**src/hdl/vvg_pipe.sv**
```systemverilog
// ----------------------------------------------------------------------------
// vvg_pipe: delay line
// Carries side data alongside an arithmetic unit, advancing on clock enable.
// ----------------------------------------------------------------------------
module vvg_pipe #(
  parameter int W = 8,
  parameter int D = 2
) (
  input  logic         clk,
  input  logic         ce,
  input  logic [W-1:0] din,
  output logic [W-1:0] dout
);

  logic [W-1:0] tap_r [0:D-1];

  // advance all taps together
  always_ff @(posedge clk) begin
    if (ce) begin
      tap_r[0] <= din;
      for (int i = 1; i < D; i++) begin
        tap_r[i] <= tap_r[i-1];
      end
    end
  end

  assign dout = tap_r[D-1];

endmodule

```
**config.mk**
```make
export PLATFORM = sky130hd
export DESIGN_NAME = vvg_pipe
export DESIGN_NICKNAME = d
export VERILOG_FILES = /design/src/hdl/vvg_pipe.sv
export SDC_FILE = /design/constraint.sdc
export NUM_CORES = 1
export LEC_CHECK = 0
export ABC_AREA = 1
export ABC_CLOCK_PERIOD_IN_PS = 800
export CORE_AREA = 2 2 39 41
export CTS_CLUSTER_DIAMETER = 200
export DETAILED_ROUTE_END_ITERATION = 16
export DIE_AREA = 0 0 41 43
export DONT_BUFFER_PORTS = 1
export GPL_TIMING_DRIVEN = 0
export PLACE_DENSITY_LB_ADDON = 0.1
export SETUP_SLACK_MARGIN = 0.02
export SLEW_MARGIN = 25
export SYNTH_ARGS = -nofsm -noshare
export SYNTH_HDL_FRONTEND = slang
export SYNTH_SLANG_ARGS = --single-unit
```
**constraint.sdc**
```tcl
create_clock -name clk -period 0.8 [get_ports clk]
set_input_delay 0.16 -clock clk [delete_from_list [all_inputs] [get_ports clk]]
set_output_delay 0.16 -clock clk [all_outputs]
set_load 0.05 [all_outputs]
```
-- Word level (Yosys, flattened, before mapping)
Memory sizes are Yosys's and may differ from the RTL's.
Index checks and enable logic that the tools add are counted.
- register bits after elaboration: 0
- memory bits (writable): 16
- input bits: 10
- output and inout port bits: 8
- word-level logic and storage cells: 3
- memories kept: 1
- multiplexer cells: 2
- memory list (memory ; words ; bits a word ; rd ports ; clocked after memory_dff ; write ports ; RTL line ; RTL):
    tap_r ; 2 ; 8 ; 2 ; 0 ; 2 ; 15 ; logic [W-1:0] tap_r [0:D-1];
- operators by type and width (kind ; number):
    $mux W1 ; 2

-- Longest topological paths before layout
- depth after elaboration: 2
- depth in mapped cells: 1
- gate-level depth less buffers: 0

-- Worst setup path after synthesis
No wires, ideal clock.
- kind: register -> output
- start point: memory tap_r[1][0] (netlist: tap_r[0][8])
- end point: output port dout[0]
- data arrival time: 0.523 ns
- required time: 0.640 ns
- path slack: 0.117 ns
- stages on the path, launching flop included: 2
- buffers on the path: 1
- cells stage by stage: edfxtp_1 -> buf_4
- RTL lines (item ; RTL line ; RTL):
    from (decl) ; 15 ;
    to (decl) ; 12 ; output logic [W-1:0] dout

==> results.json <==
{
  "track_usage": 0.0604,
  "root_buffer": "clkbuf_4",
  "violations": "negative hold slack, negative setup slack",
  "grt-busiest-layer": "met2",
  "r2r_start": "tap_r[0][0]",
  "route.vias.total": 199,
  "routedWlPerCell_um": 9.76,
  "p_seq_frac": 0.647,
  "synth-seq-cells": 16,
  "tritoncts": "yes",
  "synth_cell_type_count": 2,
  "period_minus_slack_ps": 982,
  "finalClockSkew_ps": 0.255,
  "grt_max_degree": 17,
  "drtAntennaViolNets": 0,
  "worstPathArrival_ps": 820,
  "status": "finished, violations left",
  "crit_chain": "buf_6",
  "path_depth": 1,
  "relSlewSlack": 0.927,
  "p_int_uw": 1240,
  "syn2layout_area_growth_pct": 28.2,
  "grt_setup_unrepaired": "true",
  "hp-class": "in -> reg",
  "numCtsBuffers": 3,
  "core_um2": 1380,
  "fin_nets": 47,
  "clock.fmax_mhz": 1020,
  "cp-endpoint": "dout[1]",
  "cp.buffers_inverters": 1,
  "crit_slowest_cell": "edfxtp_1",
  "clock_sinks": 16,
  "ys_seq_area_frac": 0.889,
  "met3_usage": 0.0157,
  "hold_viol": 8,
  "drc": 0,
  "worstRegToRegCells": 0,
  "final-seq-area_um2": 480,
  "clkPwrFrac": 0.235,
  "placed_cells": 40,
  "io_pins": 18,
  "path_clk_slew_ps": 70,
  "powerDensity_nw_per_um2": 2260,
  "reg2reg_slack_ps": 190,
  "crit_start": "tap_r[0][9]",
  "wl_um": 498,
  "worstPathMaxFanout": 1,
  "grt_overflow": 0,
  "p_comb_frac": 0.117,
  "switching_power_uw": 320,
  "drt_first_pass_iters": 2,
  "reg2reg_to": "tap_r[0][8]",
  "ctsHoldBuffers": 8,
  "worstMarginPinSlew_ps": 110,
  "dieArea_um2": 1760,
  "grt_pass1_vias": 185,
  "grt_pass1_wl_um": 634,
  "finalCritPeriodShare": 1.23,
  "syn-cell-area_um2": 541,
  "syn_area_per_cell_um2": 22.5,
  "die_w_um": 41,
  "crit_path_start_kind": "flop",
  "io_buffers": 0,
  "setup_slack_ps": -182,
  "ir_drop_mv": 0.978,
  "hold_slack_ps": -1.34,
  "setup_viol": 8,
  "clk_latency_ps": 270,
  "reg_top3": "tap_r: 16 flops",
  "layout_commonest_cell": "edfxtp_1",
  "top_register": "tap_r",
  "setup_tns_ps": -1400,
  "drive_above_1_share": 0.314,
  "stdcell_count": 51,
  "path_delay_family": "flip-flops",
  "ys_warn_count": 0,
  "comb.multi_input.count": 0,
  "crit_type": "reg -> out",
  "p_leak_uw": 0.000252,
  "syn_inst": 24,
  "power.total_uw": 1560,
  "netSwitchingFraction": 0.205,
  "cpPeakStageDelay_ps": 390,
  "grt_use_met2": 0.0844,
  "syn_nets": 34,
  "use_met1": 0.0582,
  "largest_reg_flops": 16,
  "final_max_slew_viol_count": 0,
  "gp_congestion": 0.561,
  "viasPerCell": 3.90,
  "floorplan.rows": 14,
  "die_h_um": 43,
  "initial_utilization": 0.391,
  "dp_slack_ps": 93.7,
  "antenna_found_initial": 0,
  "final_cell_mix": "16 x edfxtp_1, 8 x buf_6, 8 x dlygate4sd3_1",
  "critPathCaptureType": "output port",
  "htreeDepth": 1,
  "diodes": 0,
  "clockBufferDepth": 2,
  "nFillCells": 122,
  "drtIter0Drc": 8,
  "multi_input_area_um2": 0,
  "worstPathRequired_ps": 640,
  "cap_violations": 0
}
[routing by layer]
metal / share of wire / routed length [µm] / vias up
met5: 0 / 0 / -
li1: - / - / 102
met3: 0.17 / 85 / 0
met2: 0.49 / 244 / 18
met4: 0 / 0 / 0
met1: 0.34 / 168 / 79
[what timing repair did]
item	CTS	global route
resized for setup	8	0
endpoints found under the setup margin	8	8
endpoints found under the hold margin	24	16
buffers inserted	0	0
pin swaps	0	0
[per-stage QoR]
stage / util / area (µm²)
finish: 0.501 / 693
floorplan: - / 541
CTS: 0.501 / 693
detailed placement: 0.405 / 561
global placement: 0.405 / 561
global route: 0.501 / 693
[synthesized netlist by cell type, drive strengths merged]
library cell  count  area (µm²)
edfxtp           16         480
buf               8        60.1
[layout make-up]
class	count	area share
Tap cell	16	0.0289
Clock buffer	3	0.0325
Timing Repair Buffer	8	0.116
Sequential cell	16	0.693
Buffer	8	0.130
[how the worst min path moves through the flow]
stage	from	cells past startpoint	to
3_5_place_dp	din[1]	0	tap_r[0][1]
3_3_place_gp	din[3]	0	tap_r[0][3]
2_1_floorplan	din[0]	0	tap_r[0][0]
5_1_grt	ce	0	tap_r[0][6]
6_report	ce	0	tap_r[0][1]
4_1_cts	ce	0	tap_r[0][1]
[power by group through the flow]
stage / logic (µW) / clock network [µW] / registers [µW]
3_5_place_dp: 137 / 0 / 1030
2_1_floorplan: 134 / 0 / 1020
4_1_cts: 182 / 385 / 1010
6_report: 184 / 368 / 1010
3_3_place_gp: 137 / 0 / 1030
5_1_grt: 189 / 406 / 1020
[kinds of logic after synthesis]
family	Yosys count	share of synthesized area
buffers and inverters	8	0.111
DFF	16	0.889
Power figures use the tool's default switching activity.
